$ cat src/cid_pkg.sv
// Shared constants, payload structs, codes and slot arithmetic for the
// circular indexed deque. Used by circular_indexed_deque; no dependencies.
package cid_pkg;

    localparam int CAPACITY   = 64;
    localparam int WORD_WIDTH = 32;
    localparam int PTR_W      = $clog2(CAPACITY);
    localparam int CNT_W      = $clog2(CAPACITY + 1);

    typedef enum logic [1:0] {
        OP_GET    = 2'd0,
        OP_SET    = 2'd1,
        OP_INSERT = 2'd2,
        OP_REMOVE = 2'd3
    } opcode_t;

    typedef enum logic [1:0] {
        STAT_OK    = 2'd0,
        STAT_RANGE = 2'd1,
        STAT_FULL  = 2'd2,
        STAT_EMPTY = 2'd3
    } status_t;

    typedef enum logic [2:0] {
        ST_IDLE,
        ST_DECODE,
        ST_FETCH,
        ST_MOVE,
        ST_FINISH
    } state_t;

    typedef enum logic [1:0] {
        FRONT_KEEP,
        FRONT_BACK,
        FRONT_FWD
    } front_op_t;

    typedef enum logic [1:0] {
        CNT_KEEP,
        CNT_INC,
        CNT_DEC
    } cnt_op_t;

    typedef struct packed {
        logic [1:0]        opcode;
        logic signed [7:0] position;
        logic [31:0]       data_in;
    } cmd_t;

    typedef struct packed {
        logic [31:0] data_out;
        logic [1:0]  status;
        logic [6:0]  count;
    } res_t;

    // Work plan for one operation, settled in the decode cycle.
    typedef struct packed {
        status_t   status;
        logic      capture;
        logic      wr_en;
        front_op_t front_op;
        cnt_op_t   cnt_op;
        logic      dir_up;
    } plan_t;

    function automatic logic [PTR_W-1:0] slot_add(input logic [PTR_W-1:0] base,
                                                   input logic [PTR_W-1:0] ofs);
        logic [PTR_W:0] sum;
        sum = {1'b0, base} + {1'b0, ofs};
        if (sum >= (PTR_W+1)'(CAPACITY))
            sum = sum - (PTR_W+1)'(CAPACITY);
        return sum[PTR_W-1:0];
    endfunction

    function automatic logic [PTR_W-1:0] slot_inc(input logic [PTR_W-1:0] s);
        return (s == PTR_W'(CAPACITY - 1)) ? '0 : s + 1'b1;
    endfunction

    function automatic logic [PTR_W-1:0] slot_dec(input logic [PTR_W-1:0] s);
        return (s == '0) ? PTR_W'(CAPACITY - 1) : s - 1'b1;
    endfunction

endpackage

$ cat src/cid_ram.sv
// Generic simple dual-port RAM: one write port, one read port with registered data.
// Standalone; no package dependency.
module cid_ram #(
    parameter int WIDTH = 32,
    parameter int DEPTH = 64
) (
    input  logic                     clk,
    input  logic                     wr_en,
    input  logic [$clog2(DEPTH)-1:0] wr_addr,
    input  logic [WIDTH-1:0]         wr_data,
    input  logic [$clog2(DEPTH)-1:0] rd_addr,
    output logic [WIDTH-1:0]         rd_data
);

    logic [WIDTH-1:0] mem [DEPTH];

    always_ff @(posedge clk)
    begin
        if (wr_en)
        begin
            mem[wr_addr] <= wr_data;
        end
        rd_data <= mem[rd_addr];
    end

endmodule

$ cat src/circular_indexed_deque.sv
// Top level of the circular indexed deque: sequencer, decode and shift engine.
// Depends on cid_pkg and on cid_ram for the word store.
//
// Usage: a command beat on cmd (opcode, position, data_in) is taken when
// cmd_valid is high and cmd_stall is low. Each command produces exactly one
// result beat on res (data_out, status, count), taken when res_valid is high
// and res_stall is low. Operations are get, set (overwrite, append at the
// count, prepend at -1), insert and remove; errors are reported in status and
// leave the contents unchanged.
//
// Timing: one command occupies the engine from one taken command beat to the
// next for the decode and fetch steps, one move step per word that slides to
// open or close a gap (m words), and the finish step. The engine always moves
// the shorter side, so m is at most CAPACITY/2 - 1 (31). One word moves per
// cycle: the read for the next word overlaps the write of the previous one.
// cmd_stall stays high until the result beat is valid.
//
// The result register decouples the two sides: a new command is taken while
// an earlier result waits. If res_stall holds an earlier result, the engine
// waits at its final step and commits nothing until the result register
// frees up. Reset empties the deque (count 0, front slot 0) immediately; the
// store contents are not cleared because only live entries are ever read.
module circular_indexed_deque (
    input  logic          clk,
    input  logic          rst_n,
    input  logic          cmd_valid,
    output logic          cmd_stall,
    input  cid_pkg::cmd_t cmd,
    output logic          res_valid,
    input  logic          res_stall,
    output cid_pkg::res_t res
);

    cid_pkg::state_t state_reg, state_next;

    cid_pkg::cmd_t                         cmd_reg;
    cid_pkg::plan_t                        plan_reg;
    logic [cid_pkg::PTR_W-1:0]             moves_reg;
    logic [cid_pkg::PTR_W-1:0]             wr_slot_reg;
    logic [cid_pkg::PTR_W-1:0]             rd_slot_reg;
    logic [cid_pkg::WORD_WIDTH-1:0]        dout_reg;
    logic [cid_pkg::PTR_W-1:0]             front_reg, front_next;
    logic [cid_pkg::CNT_W-1:0]             occ_reg, occ_next;
    logic                                  res_valid_reg;
    cid_pkg::res_t                         res_reg;

    // Decode outputs.
    cid_pkg::plan_t                 plan_d;
    logic [cid_pkg::PTR_W-1:0]      start_slot_d;
    logic [cid_pkg::PTR_W-1:0]      moves_d;

    // Store port signals.
    logic                           ram_wr_en;
    logic [cid_pkg::PTR_W-1:0]      ram_wr_addr;
    logic [cid_pkg::WORD_WIDTH-1:0] ram_wr_data;
    logic [cid_pkg::PTR_W-1:0]      ram_rd_addr;
    logic [cid_pkg::WORD_WIDTH-1:0] ram_rd_data;

    logic commit;

    cid_ram #(
        .WIDTH (cid_pkg::WORD_WIDTH),
        .DEPTH (cid_pkg::CAPACITY)
    ) u_store (
        .clk     (clk),
        .wr_en   (ram_wr_en),
        .wr_addr (ram_wr_addr),
        .wr_data (ram_wr_data),
        .rd_addr (ram_rd_addr),
        .rd_data (ram_rd_data)
    );

    // Decode: check the command against the current count and work out where
    // the shift starts, which way it runs and how many words it moves.
    always_comb
    begin
        logic signed [8:0]          pos9;
        logic signed [8:0]          n9;
        logic [cid_pkg::CNT_W-1:0]  k;
        logic [cid_pkg::CNT_W-1:0]  half;
        logic                       full;
        logic                       do_ins;
        logic                       do_rem;
        logic                       do_ovw;
        logic                       do_get;
        logic                       ins_low;
        logic                       rem_low;

        pos9   = {cmd_reg.position[7], cmd_reg.position};
        n9     = 9'(occ_reg);
        k      = cmd_reg.position[cid_pkg::CNT_W-1:0];
        half   = occ_reg >> 1;
        full   = (occ_reg >= cid_pkg::CNT_W'(cid_pkg::CAPACITY));
        do_ins = 1'b0;
        do_rem = 1'b0;
        do_ovw = 1'b0;
        do_get = 1'b0;

        plan_d.status = cid_pkg::STAT_OK;

        unique case (cid_pkg::opcode_t'(cmd_reg.opcode)) inside
            cid_pkg::OP_GET, cid_pkg::OP_REMOVE:
            begin
                if (occ_reg == '0)
                    plan_d.status = cid_pkg::STAT_EMPTY;
                else if (pos9 < 9'sd0 || pos9 >= n9)
                    plan_d.status = cid_pkg::STAT_RANGE;
                else if (cid_pkg::opcode_t'(cmd_reg.opcode) == cid_pkg::OP_REMOVE)
                    do_rem = 1'b1;
                else
                    do_get = 1'b1;
            end
            cid_pkg::OP_SET:
            begin
                if (pos9 < -9'sd1 || pos9 > n9)
                    plan_d.status = cid_pkg::STAT_RANGE;
                else if (pos9 == -9'sd1 || pos9 == n9)
                begin
                    if (full)
                        plan_d.status = cid_pkg::STAT_FULL;
                    else
                    begin
                        do_ins = 1'b1;
                        k      = (pos9 == -9'sd1) ? '0 : occ_reg;
                    end
                end
                else
                    do_ovw = 1'b1;
            end
            cid_pkg::OP_INSERT:
            begin
                if (pos9 < 9'sd0 || pos9 > n9)
                    plan_d.status = cid_pkg::STAT_RANGE;
                else if (full)
                    plan_d.status = cid_pkg::STAT_FULL;
                else
                    do_ins = 1'b1;
            end
            default:
            begin
                plan_d.status = cid_pkg::STAT_RANGE;
            end
        endcase

        // Insert at or below the midpoint opens the gap by sliding the front side
        // back one slot; remove below the midpoint closes it from the front.
        ins_low = (k <= half);
        rem_low = (k < half);

        plan_d.capture  = do_get | do_rem | do_ovw;
        plan_d.wr_en    = do_ins | do_ovw;
        plan_d.front_op = cid_pkg::FRONT_KEEP;
        plan_d.cnt_op   = cid_pkg::CNT_KEEP;
        plan_d.dir_up   = 1'b0;
        start_slot_d    = cid_pkg::slot_add(front_reg, k[cid_pkg::PTR_W-1:0]);
        moves_d         = '0;

        if (do_ins)
        begin
            plan_d.cnt_op = cid_pkg::CNT_INC;
            if (ins_low)
            begin
                plan_d.front_op = cid_pkg::FRONT_BACK;
                plan_d.dir_up   = 1'b1;
                start_slot_d    = cid_pkg::slot_dec(front_reg);
                moves_d         = cid_pkg::PTR_W'(k);
            end
            else
            begin
                start_slot_d = cid_pkg::slot_add(front_reg, occ_reg[cid_pkg::PTR_W-1:0]);
                moves_d      = cid_pkg::PTR_W'(occ_reg - k);
            end
        end
        else if (do_rem)
        begin
            plan_d.cnt_op = cid_pkg::CNT_DEC;
            if (rem_low)
            begin
                plan_d.front_op = cid_pkg::FRONT_FWD;
                moves_d         = cid_pkg::PTR_W'(k);
            end
            else
            begin
                plan_d.dir_up = 1'b1;
                moves_d       = cid_pkg::PTR_W'(occ_reg - k - 1'b1);
            end
        end
    end

    // Sequencer next state and store port control.
    always_comb
    begin
        state_next  = state_reg;
        cmd_stall   = (state_reg != cid_pkg::ST_IDLE);
        commit      = 1'b0;
        ram_wr_en   = 1'b0;
        ram_wr_addr = wr_slot_reg;
        ram_wr_data = ram_rd_data;
        ram_rd_addr = rd_slot_reg;

        unique case (state_reg)
            cid_pkg::ST_IDLE:
            begin
                if (cmd_valid)
                    state_next = cid_pkg::ST_DECODE;
            end
            cid_pkg::ST_DECODE:
            begin
                ram_rd_addr = start_slot_d;
                state_next  = cid_pkg::ST_FETCH;
            end
            cid_pkg::ST_FETCH:
            begin
                ram_rd_addr = plan_reg.dir_up ? cid_pkg::slot_inc(wr_slot_reg)
                                              : cid_pkg::slot_dec(wr_slot_reg);
                state_next  = (moves_reg == '0) ? cid_pkg::ST_FINISH : cid_pkg::ST_MOVE;
            end
            cid_pkg::ST_MOVE:
            begin
                // Write the word fetched last cycle, fetch the next source.
                ram_wr_en   = 1'b1;
                ram_rd_addr = plan_reg.dir_up ? cid_pkg::slot_inc(rd_slot_reg)
                                              : cid_pkg::slot_dec(rd_slot_reg);
                if (moves_reg == cid_pkg::PTR_W'(1))
                    state_next = cid_pkg::ST_FINISH;
            end
            cid_pkg::ST_FINISH:
            begin
                commit      = !res_valid_reg || !res_stall;
                ram_wr_en   = commit && plan_reg.wr_en;
                ram_wr_data = cmd_reg.data_in[cid_pkg::WORD_WIDTH-1:0];
                if (commit)
                    state_next = cid_pkg::ST_IDLE;
            end
            default:
            begin
                state_next = cid_pkg::ST_IDLE;
            end
        endcase
    end

    // Front pointer and count after a committed operation.
    always_comb
    begin
        front_next = front_reg;
        occ_next   = occ_reg;
        case (plan_reg.front_op)
            cid_pkg::FRONT_BACK: front_next = cid_pkg::slot_dec(front_reg);
            cid_pkg::FRONT_FWD:  front_next = cid_pkg::slot_inc(front_reg);
            default:             front_next = front_reg;
        endcase
        case (plan_reg.cnt_op)
            cid_pkg::CNT_INC: occ_next = occ_reg + 1'b1;
            cid_pkg::CNT_DEC: occ_next = occ_reg - 1'b1;
            default:          occ_next = occ_reg;
        endcase
    end

    always_ff @(posedge clk or negedge rst_n)
    begin
        if (!rst_n)
            state_reg <= cid_pkg::ST_IDLE;
        else
            state_reg <= state_next;
    end

    // Control state with reset.
    always_ff @(posedge clk or negedge rst_n)
    begin
        if (!rst_n)
        begin
            front_reg     <= '0;
            occ_reg       <= '0;
            res_valid_reg <= 1'b0;
        end
        else
        begin
            if (commit)
            begin
                front_reg     <= front_next;
                occ_reg       <= occ_next;
                res_valid_reg <= 1'b1;
            end
            else if (res_valid_reg && !res_stall)
            begin
                res_valid_reg <= 1'b0;
            end
        end
    end

    // Payload and work registers.
    always_ff @(posedge clk)
    begin
        unique case (state_reg)
            cid_pkg::ST_IDLE:
            begin
                if (cmd_valid)
                    cmd_reg <= cmd;
            end
            cid_pkg::ST_DECODE:
            begin
                plan_reg    <= plan_d;
                wr_slot_reg <= start_slot_d;
                moves_reg   <= (plan_d.status == cid_pkg::STAT_OK) ? moves_d : '0;
                dout_reg    <= '0;
            end
            cid_pkg::ST_FETCH:
            begin
                rd_slot_reg <= ram_rd_addr;
                if (plan_reg.capture)
                    dout_reg <= ram_rd_data;
            end
            cid_pkg::ST_MOVE:
            begin
                wr_slot_reg <= rd_slot_reg;
                rd_slot_reg <= ram_rd_addr;
                moves_reg   <= moves_reg - 1'b1;
            end
            cid_pkg::ST_FINISH:
            begin
                if (commit)
                begin
                    res_reg.data_out <= 32'(dout_reg);
                    res_reg.status   <= plan_reg.status;
                    res_reg.count    <= 7'(occ_next);
                end
            end
            default:
            begin
            end
        endcase
    end

    assign res_valid = res_valid_reg;
    assign res       = res_reg;

    // The count never exceeds the capacity.
    assert property (@(posedge clk) disable iff (!rst_n)
        occ_reg <= cid_pkg::CNT_W'(cid_pkg::CAPACITY))
        else $error("occupancy above capacity");

    // A pending result always reports the current count.
    assert property (@(posedge clk) disable iff (!rst_n)
        res_valid |-> res.count == 7'(occ_reg))
        else $error("result count differs from occupancy");

    // A failed operation returns no data.
    assert property (@(posedge clk) disable iff (!rst_n)
        res_valid && res.status != cid_pkg::STAT_OK |-> res.data_out == '0)
        else $error("nonzero data on failed operation");

    // Full is only reported when the store is at capacity.
    assert property (@(posedge clk) disable iff (!rst_n)
        res_valid && res.status == cid_pkg::STAT_FULL |-> res.count == 7'(cid_pkg::CAPACITY))
        else $error("full status below capacity");

    // The shift loop only runs with moves outstanding.
    assert property (@(posedge clk) disable iff (!rst_n)
        state_reg == cid_pkg::ST_MOVE |-> moves_reg != '0)
        else $error("move step with no moves left");

    // The count changes only when an operation commits.
    assert property (@(posedge clk) disable iff (!rst_n)
        !$stable(occ_reg) |-> $past(state_reg == cid_pkg::ST_FINISH))
        else $error("occupancy changed outside commit");

endmodule
$ cat config.mk
export PLATFORM = sky130hd
export DESIGN_NAME = circular_indexed_deque
export DESIGN_NICKNAME = d
export VERILOG_FILES = /design/src/cid_pkg.sv /design/src/cid_ram.sv /design/src/circular_indexed_deque.sv
export SDC_FILE = /design/constraint.sdc
export NUM_CORES = 2
export LEC_CHECK = 0
export BUFFER_PORTS_ARGS = -buffer_cell sky130_fd_sc_hd__buf_2
export CELL_PAD_IN_SITES_DETAIL_PLACEMENT = 0
export CELL_PAD_IN_SITES_GLOBAL_PLACEMENT = 1
export CORE_MARGIN = 1
export CORE_UTILIZATION = 48
export DETAILED_ROUTE_END_ITERATION = 10
export PLACE_DENSITY = 0.73
export REMOVE_ABC_BUFFERS = 1
export SYNTH_ARGS = -nofsm -noshare
export SYNTH_HDL_FRONTEND = slang
export SYNTH_SLANG_ARGS = --single-unit
$ cat constraint.sdc
create_clock -name clk -period 5.71 [get_ports clk]
set_input_delay 0.2855 -clock clk [delete_from_list [all_inputs] [get_ports clk]]
set_output_delay 0.2855 -clock clk [all_outputs]
set_load 0.02 [all_outputs]
[Word level (Yosys, flattened, before mapping)]
Memories as Yosys holds them, arrays and structs flattened. A register that Yosys moved wholly into a read port is not among the register bits.
Cells that the tools add are included.
W data, S select, Z words.
Cells by class
  bitwise logic cells: 3
  order comparisons: 9
  reductions and logical operators: 29
  $add $sub $neg: 15
  equality and inequality tests: 21
  mux-type cells: 70
Operators by type and width (number)
  $mux W6: 17
  $mux W32: 2
  $pmux W32 S2: 1
  $sub A6 B1 Y6 const B: 7
  $pmux W6 S2: 3
  $mux W7: 5
  $logic_not A6 Y1: 4
  $mux W1: 24
  $ge A7 B7 Y1 const B: 3
  $add A6 B1 Y6 const B: 3
  $eq A6 B6 Y1 const B: 3
  $pmux W6 S3: 1
  $lt A8 B1 Y1 const B: 2
  $pmux W3 S5: 1
  $add A6 B6 Y7: 2
  $pmux W7 S2: 1
  $mux W2: 6
  $mux W3: 4
  $mux W5: 2
  $eq A2 B2 Y1 const B: 4
  $eq A8 B1 Y1 const B: 1
  $eq A8 B8 Y1: 1
  $ge A8 B8 Y1: 1
  $gt A8 B8 Y1: 1
  other kinds (25): 48
Storage, ports and cells
  bits in writable memories: 2048
  output and inout port bits: 43
  register bits after elaboration: 159
  word-level logic and storage cells: 168
  memories: 1
  input port bits: 46
Memories
  u_store.mem: words 64, width 32, read ports 1, clocked after Yosys merged registers in 1, wr ports 1, line cid_ram.sv:15  | logic [WIDTH-1:0] mem [DEPTH];

[Depth between registers and ports, before layout]
  depth in word-level cells: 13
  depth in mapped cells: 27
  mapped depth without buffers: 21

[Cells and area by module]
Synthesis repeated with hierarchy kept, for this count alone.
Unflattened totals
  cell total of the unflattened synthesis: 4128
  area, all modules: 87221.2 µm²
By module, submodules not included
  cid_ram: cells an instance 3324, area each 78515.3 µm², sequential area each 62139.6 µm², times used 1
  circular_indexed_deque: cells an instance 804, area each 8705.8 µm², sequential area each 4689.5 µm², times used 1

[Worst setup path before layout]
OpenSTA, ideal clock, no wires.
  path kind: reg-to-reg
  from: reg occ_reg[6] in the netlist's numbering
  to: reg u_store.rd_data[22], read port of u_store.mem
  setup slack: 0.080 ns
  buffers on the path: 5
  clock period less this slack: 5.630 ns
  setup time: 0.134 ns
  required time: 5.576 ns
  data arrival time: 5.496 ns
  stages on the path, launching flop included: 23
  path through: dfrtp_1 -> clkbuf_1 -> inv_1 -> ha_1 -> nand4b_1 -> nor2_1 -> o21ai_1 -> buf_2 -> o41ai_1 -> ha_1 -> nand3b_1 -> a21oi_1 -> a211o_1 -> a221o_1 -> buf_2 -> a221oi_4 -> o21ai_4 -> buf_6 -> buf_4 -> or3_1 -> a31oi_1 -> o22ai_1 -> or4_1
On the way
  cells in the longest elaborated chain, start to end: 10
  elaborated cells on any way between the ends: 24
  those cells by class: add/sub (2); order compare (4); eq/ne (1); mux (14); reduce/logical (3)
RTL lines
  from (decl): line circular_indexed_deque.sv:43  | logic [cid_pkg::CNT_W-1:0] occ_reg, occ_next;
  from (signal assigned): line circular_indexed_deque.sv:281  | occ_reg <= occ_next;
  $ge A7 B7 Y1 or $eq A8 B8 Y1 (tied branches): line circular_indexed_deque.sv:93, circular_indexed_deque.sv:117
  $mux W7 or $logic_or A1 B1 Y1 (tied branches): line circular_indexed_deque.sv:119, circular_indexed_deque.sv:117
  $mux W7: line circular_indexed_deque.sv:117  | else if (pos9 == -9'sd1 || pos9 == n9)
  $mux W7: line circular_indexed_deque.sv:115  | if (pos9 < -9'sd1 || pos9 > n9)
  $mux W7: line circular_indexed_deque.sv:101  | unique case (cid_pkg::opcode_t'(cmd_reg.opcode)) inside
  $add A6 B6 Y7: line cid_pkg.sv:69  | sum = {1'b0, base} + {1'b0, ofs};
  $sub A6 B1 Y6 or $ge A7 B7 Y1 (tied branches): line cid_pkg.sv:71, cid_pkg.sv:70
  $mux W6: line cid_pkg.sv:70  | if (sum >= (PTR_W+1)'(CAPACITY))
  $mux W6 *: line circular_indexed_deque.sv:158  | if (do_ins)
  $pmux W6 S3 *: line circular_indexed_deque.sv:201  | unique case (state_reg)
  to (decl): line cid_ram.sv:12  | output logic [WIDTH-1:0] rd_data
Mark *: on every way between the ends. The rest lies on a longest branch, timed or not.
A chain may end at the register's enable or synchronous reset.

[Final worst setup path]
  from: reg cmd_reg[34] in the netlist's numbering
  to: reg u_store.rd_data[31], read port of u_store.mem
On the way
  cells in the longest elaborated chain, start to end: 11
  elaborated cells on any way between the ends: 25
  those cells by class: add/sub (2); order compare (5); eq/ne (2); mux (13); reduce/logical (3)
RTL lines
  from (decl): line circular_indexed_deque.sv:36  | cid_pkg::cmd_t cmd_reg;
  from (signal assigned): line circular_indexed_deque.sv:298  | cmd_reg <= cmd;
  $eq A8 B1 Y1: line circular_indexed_deque.sv:117, circular_indexed_deque.sv:124
  $mux W7: line circular_indexed_deque.sv:124  | k = (pos9 == -9'sd1) ? '0 : occ_reg;
  $mux W7: line circular_indexed_deque.sv:119  | if (full)
  $mux W7: line circular_indexed_deque.sv:117
  $mux W7: line circular_indexed_deque.sv:115
  $mux W7: line circular_indexed_deque.sv:101
  $add A6 B6 Y7: line cid_pkg.sv:69
  $sub A6 B1 Y6 or $ge A7 B7 Y1 (tied branches): line cid_pkg.sv:71, cid_pkg.sv:70
  $mux W6: line cid_pkg.sv:70
  $mux W6 *: line circular_indexed_deque.sv:158
  $pmux W6 S3 *: line circular_indexed_deque.sv:201
Marks and branches as above.

==> impl_results.html <==
<table>
<tr><th>Metric</th><th>Value</th></tr>
<tr><th colspan="2">Drt</th></tr>
<tr><td>Count of antenna-violating nets left after detailed routing</td><td>0</td></tr>
<tr><td>Detail-routed via count per cell</td><td>6.475</td></tr>
<tr><td>Drt first-iter violations</td><td>10568</td></tr>
<tr><td>DRC violation count after routing</td><td>20</td></tr>
<tr><td>Router iterations before antenna repair</td><td>10</td></tr>
<tr><td>DR WL/cell</td><td>33.09 um</td></tr>
<tr><td>Via count</td><td>62658</td></tr>
<tr><td>Aggregate routed wire length</td><td>320200 um</td></tr>
<tr><th colspan="2">Worst setup path</th></tr>
<tr><td>Crit path depth</td><td>20</td></tr>
<tr><td>Crit Path Class</td><td>flip-flop to flip-flop</td></tr>
<tr><td>Data arrival time of the critical path</td><td>6.35 ns</td></tr>
<tr><td>Crit path launch type</td><td>flip-flop</td></tr>
<tr><td>Gate family responsible for the most delay along the worst path</td><td>compound AO/OA/AOI/OAI gates</td></tr>
<tr><td>Critical path endpoint category</td><td>flip-flop</td></tr>
<tr><td>Critical-path cell list</td><td>ha_1 -&gt; nand4_1 -&gt; or2_4 -&gt; a211oi_4 -&gt; nor2b_1 -&gt; a31oi_1 -&gt; inv_1 -&gt; ha_1 -&gt; a21o_1 -&gt; a211o_1 -&gt; a221o_1 -&gt; a221oi_4 -&gt; o21ai_4 -&gt; buf_12 -&gt; buf_12 -&gt; mux2i_1 -&gt; a221o_1 -&gt; a21boi_1 -&gt; o211ai_1 -&gt; or4_1</td></tr>
<tr><td>Worst R2R End</td><td>u_store.rd_data[31]</td></tr>
<tr><td>R2R cell count</td><td>20</td></tr>
<tr><td>Largest stage delay on the critical path</td><td>0.50 ns</td></tr>
<tr><td>Sum of buffers and inverters on the critical path</td><td>3</td></tr>
<tr><td>Critical path's slowest cell</td><td>or4_1</td></tr>
<tr><td>Crit-path max FO</td><td>58</td></tr>
<tr><td>Reg2reg setup slack</td><td>0.09 ns</td></tr>
<tr><td>Crit path required time</td><td>6.44 ns</td></tr>
<tr><td>RR Startpoint</td><td>cmd_reg[34]</td></tr>
<tr><th colspan="2">Pwr</th></tr>
<tr><td>Leakage power figure</td><td>37.05 nW</td></tr>
<tr><td>Pwr Density</td><td>709.1 mW/mm^2</td></tr>
<tr><td>Peak supply drop</td><td>0.0007184 V</td></tr>
<tr><th colspan="2">CTS</th></tr>
<tr><td>Depth of the CTS H-tree</td><td>4</td></tr>
<tr><td>CTS tree</td><td>done</td></tr>
<tr><td>Root buf cell</td><td>clkbuf_16</td></tr>
<tr><td>Longest Clk Path Bufs</td><td>3</td></tr>
<tr><td>Source-to-sink clock delay at the later pin of the worst-skew pair</td><td>0.87 ns</td></tr>
<tr><td>Clock transition at the register clock pins on the worst setup and hold paths after CTS</td><td>0.06 ns</td></tr>
<tr><td>Clock buffers created by TritonCTS</td><td>224</td></tr>
<tr><td>Clock Sink Count</td><td>2239</td></tr>
<tr><th colspan="2">Outcome</th></tr>
<tr><td>Violations in the final reports</td><td>DRC</td></tr>
<tr><td>Outcome</td><td>complete, but fails checks</td></tr>
<tr><th colspan="2">Global routing</th></tr>
<tr><td>GRT Total Usage</td><td>32.59%</td></tr>
<tr><td>Number of antenna violations at the first check in global routing</td><td>7</td></tr>
<tr><td>Global-route wire length before repair</td><td>440900 um</td></tr>
<tr><td>Leftover overflow at the end of global routing</td><td>0</td></tr>
<tr><td>Pin count of the biggest net entering global routing</td><td>92</td></tr>
<tr><td>Via count of the first global-routing pass</td><td>57938</td></tr>
<tr><th colspan="2">Min path</th></tr>
<tr><td>Worst Hold Path EP</td><td>cmd_reg[5]</td></tr>
<tr><td>Origin of the worst min-delay path</td><td>cmd[5]</td></tr>
<tr><td>Worst Hold Depth</td><td>2</td></tr>
<tr><td>Class of the most critical hold timing path</td><td>input pin to flip-flop</td></tr>
<tr><th colspan="2">Yosys</th></tr>
<tr><td>Sequential area share after synthesis</td><td>73.61%</td></tr>
<tr><td>Mapped Area</td><td>0.09079 mm^2</td></tr>
<tr><td>Synthesized area divided by synthesized cell count</td><td>13.87 um^2</td></tr>
<tr><td>Primary flip-flop cell chosen by synthesis mapping</td><td>edfxtp_1</td></tr>
<tr><td>Post-synth top cells</td><td>edfxtp_1, nand2_1, and3_1</td></tr>
<tr><td>Ranking of synthesized cells by area</td><td>edfxtp_1, nand2_1, a211oi_1, and3_1, nand3_1</td></tr>
<tr><td>Synthesis-stage register bit count</td><td>2239</td></tr>
<tr><td>Count of flip-flops with a built-in enable after synthesis</td><td>2190</td></tr>
<tr><td>Post-synth top area cell</td><td>edfxtp_1</td></tr>
<tr><td>Count of yosys warnings during synthesis</td><td>0</td></tr>
<tr><td>Top cell type's share of synthesized area</td><td>72.43%</td></tr>
<tr><td>Count leader, synth</td><td>edfxtp_1</td></tr>
<tr><td>Distinct cells, synth</td><td>92</td></tr>
<tr><td>Number of instances in the synthesized netlist</td><td>6546</td></tr>
<tr><td>Share of synthesized flip-flops with an asynchronous set or reset</td><td>0.7593%</td></tr>
<tr><th colspan="2">STA</th></tr>
<tr><td>Fin. Hold Viols</td><td>0</td></tr>
<tr><td>Fraction of the cycle the final worst path needs</td><td>98.38%</td></tr>
<tr><td>Final max-slew violation count</td><td>0</td></tr>
<tr><td>Accumulated negative setup slack</td><td>0 ns</td></tr>
<tr><td>Relative max-transition margin</td><td>10.23%</td></tr>
<tr><td>Peak Freq</td><td>178.0 MHz</td></tr>
<tr><td>Worst-margin pin slew</td><td>1.347 ns</td></tr>
<tr><td>RSZ-0062 raised after global routing</td><td>true</td></tr>
<tr><td>Setup violations, final</td><td>0</td></tr>
<tr><td>Post-route clock skew</td><td>0.03100 ns</td></tr>
<tr><td>Final worst path period need</td><td>5.617 ns</td></tr>
<tr><th colspan="2">Final layout</th></tr>
<tr><td>Number of flip-flops under the largest register name</td><td>2048</td></tr>
<tr><td>Synthesis-to-layout area growth</td><td>17.89%</td></tr>
<tr><td>Share of layout cells above drive strength 1</td><td>16.26%</td></tr>
<tr><td>Antenna diode count</td><td>0</td></tr>
<tr><td>Nets</td><td>7085</td></tr>
<tr><td>Layout filler cell count</td><td>14598</td></tr>
<tr><td>Final standard cell count with taps included and fillers excluded</td><td>9677</td></tr>
<tr><th colspan="2">Die</th></tr>
<tr><td>Die boundary width</td><td>436.9 um</td></tr>
<tr><td>Total core area</td><td>0.1878 mm^2</td></tr>
<tr><td>Starting density of the core</td><td>48.34%</td></tr>
<tr><td>Number of placement rows</td><td>159</td></tr>
<tr><td>Die Span Y</td><td>436.9 um</td></tr>
<tr><td>Number of ports placed on the die boundary</td><td>89</td></tr>
<tr><td>Die area</td><td>0.1909 mm^2</td></tr>
<tr><th colspan="2">Placed design</th></tr>
<tr><td>Number of placed instances with taps included</td><td>9169</td></tr>
<tr><td>Port Buf Inserts</td><td>88</td></tr>
<tr><td>HPWL Detailed</td><td>182700 um</td></tr>
<tr><td>Routability-driven placement congestion ratio</td><td>0.8963</td></tr>
<tr><th colspan="2">Job</th></tr>
<tr><td>Maximum Capacitance Violations</td><td>0</td></tr>
</table>
==> metrics by stage <==
stage	total power, mW	cell area [um^2]	setup WS (ns)	util (%)	hold WS (ns)
detailed placement	58.98	98170	-0.3497	52.28	0.2680
finish	75.90	107000	0.09256	56.99	0.1206
CTS	73.78	106100	0.005441	56.49	0.07584
global route	78.46	107000	-0.05383	56.99	0.1066
global placement	58.62	98170	-0.2910	52.28	0.2663
floorplan	37.76	88690	-18.09	-	-0.01009
==> repair_timing <==
item	4_1_cts	5_1_grt
buffers inserted	0	31
setup endpoints to repair	20	32
pin swaps	2	30
cloned	0	9
hold buffers	46	0
gates resized for setup	11	88
endpoints found under the hold margin	65	0
==> metal layers <==
layer	global-route usage [%]	part of all wire (%)
met1	45.29	38
met2	50.12	45
met3	6.495	12
met4	13.72	4.8
met5	0	0.0034
==> worst max-delay path by stage <==
stage	slack (ns)	endpoint	from
5_1_grt	-0.05	u_store.rd_data[31]	cmd_reg[38]
3_3_place_gp	-0.29	u_store.rd_data[22]	cmd_reg[37]
4_1_cts	0.005	u_store.rd_data[12]	cmd_reg[37]
3_5_place_dp	-0.35	u_store.rd_data[22]	cmd_reg[37]
2_1_floorplan	-18.09	u_store.rd_data[19]	occ_reg[6]
6_report	0.09	u_store.rd_data[31]	cmd_reg[34]
==> worst register-to-register path, cell delays in order (launching register included) <==
cell and delay (ns):
edfxtp_1 0.40, ha_1 0.34, nand4_1 0.15, or2_4 0.32, a211oi_4 0.33, nor2b_1 0.09
a31oi_1 0.20, inv_1 0.10, ha_1 0.19, a21o_1 0.19, a211o_1 0.36, a221o_1 0.43
a221oi_4 0.41, o21ai_4 0.14, buf_12 0.23, buf_12 0.20, mux2i_1 0.34, a221o_1 0.22
a21boi_1 0.21, o211ai_1 0.11, or4_1 0.50
==> placed cells by master (no fill, tap or decap), types with 57 or more instances in the layout <==
master,instances
a31oi_1,148
inv_1,57
a311oi_1,144
and3_1,311
buf_4,388
nor2_4,65
clkbuf_16,236
nor2_1,77
a21oi_1,128
mux2i_1,115
nand2_1,1363
edfxtp_1,2190
buf_12,123
buf_2,88
o21ai_0,122
a211oi_1,254
nand3_1,294
==> kinds of logic (layout without fill, tap and decap cells) <==
group,Yosys count,after routing,share of synthesized area (%)
and+or+nand+nor,2390,2390,11.86
DFF,2239,2239,73.61
AOI/OAI and AO/OA,1174,1174,9.364
buffers and inverters,523,1159,2.585
muxes,132,132,1.476
adders and majority gates,53,53,0.7635
xor gates and xnor gates,35,35,0.3376
==> where the power goes <==
group	total [mW]	switching [mW]	internal, mW
clock	14.8	6.28	8.56
sequential	22.3	0.581	21.7
combinational	38.8	25.8	13.0
total	75.9	32.6	43.3
==> final cells by class <==
type	instances	area [um^2]	area share (%)
clock buffers	309	6331	5.915
clock inverters	113	1045	0.9761
inverters	65	289.0	0.2700
multi-input cells	3784	22610	21.13
flip-flops and latches	2239	66830	62.44
well taps	2495	3122	2.917
repair buffers	670	6784	6.338
repair inverters	2	22.52	0.02104
(Power assumes the default switching activity.)
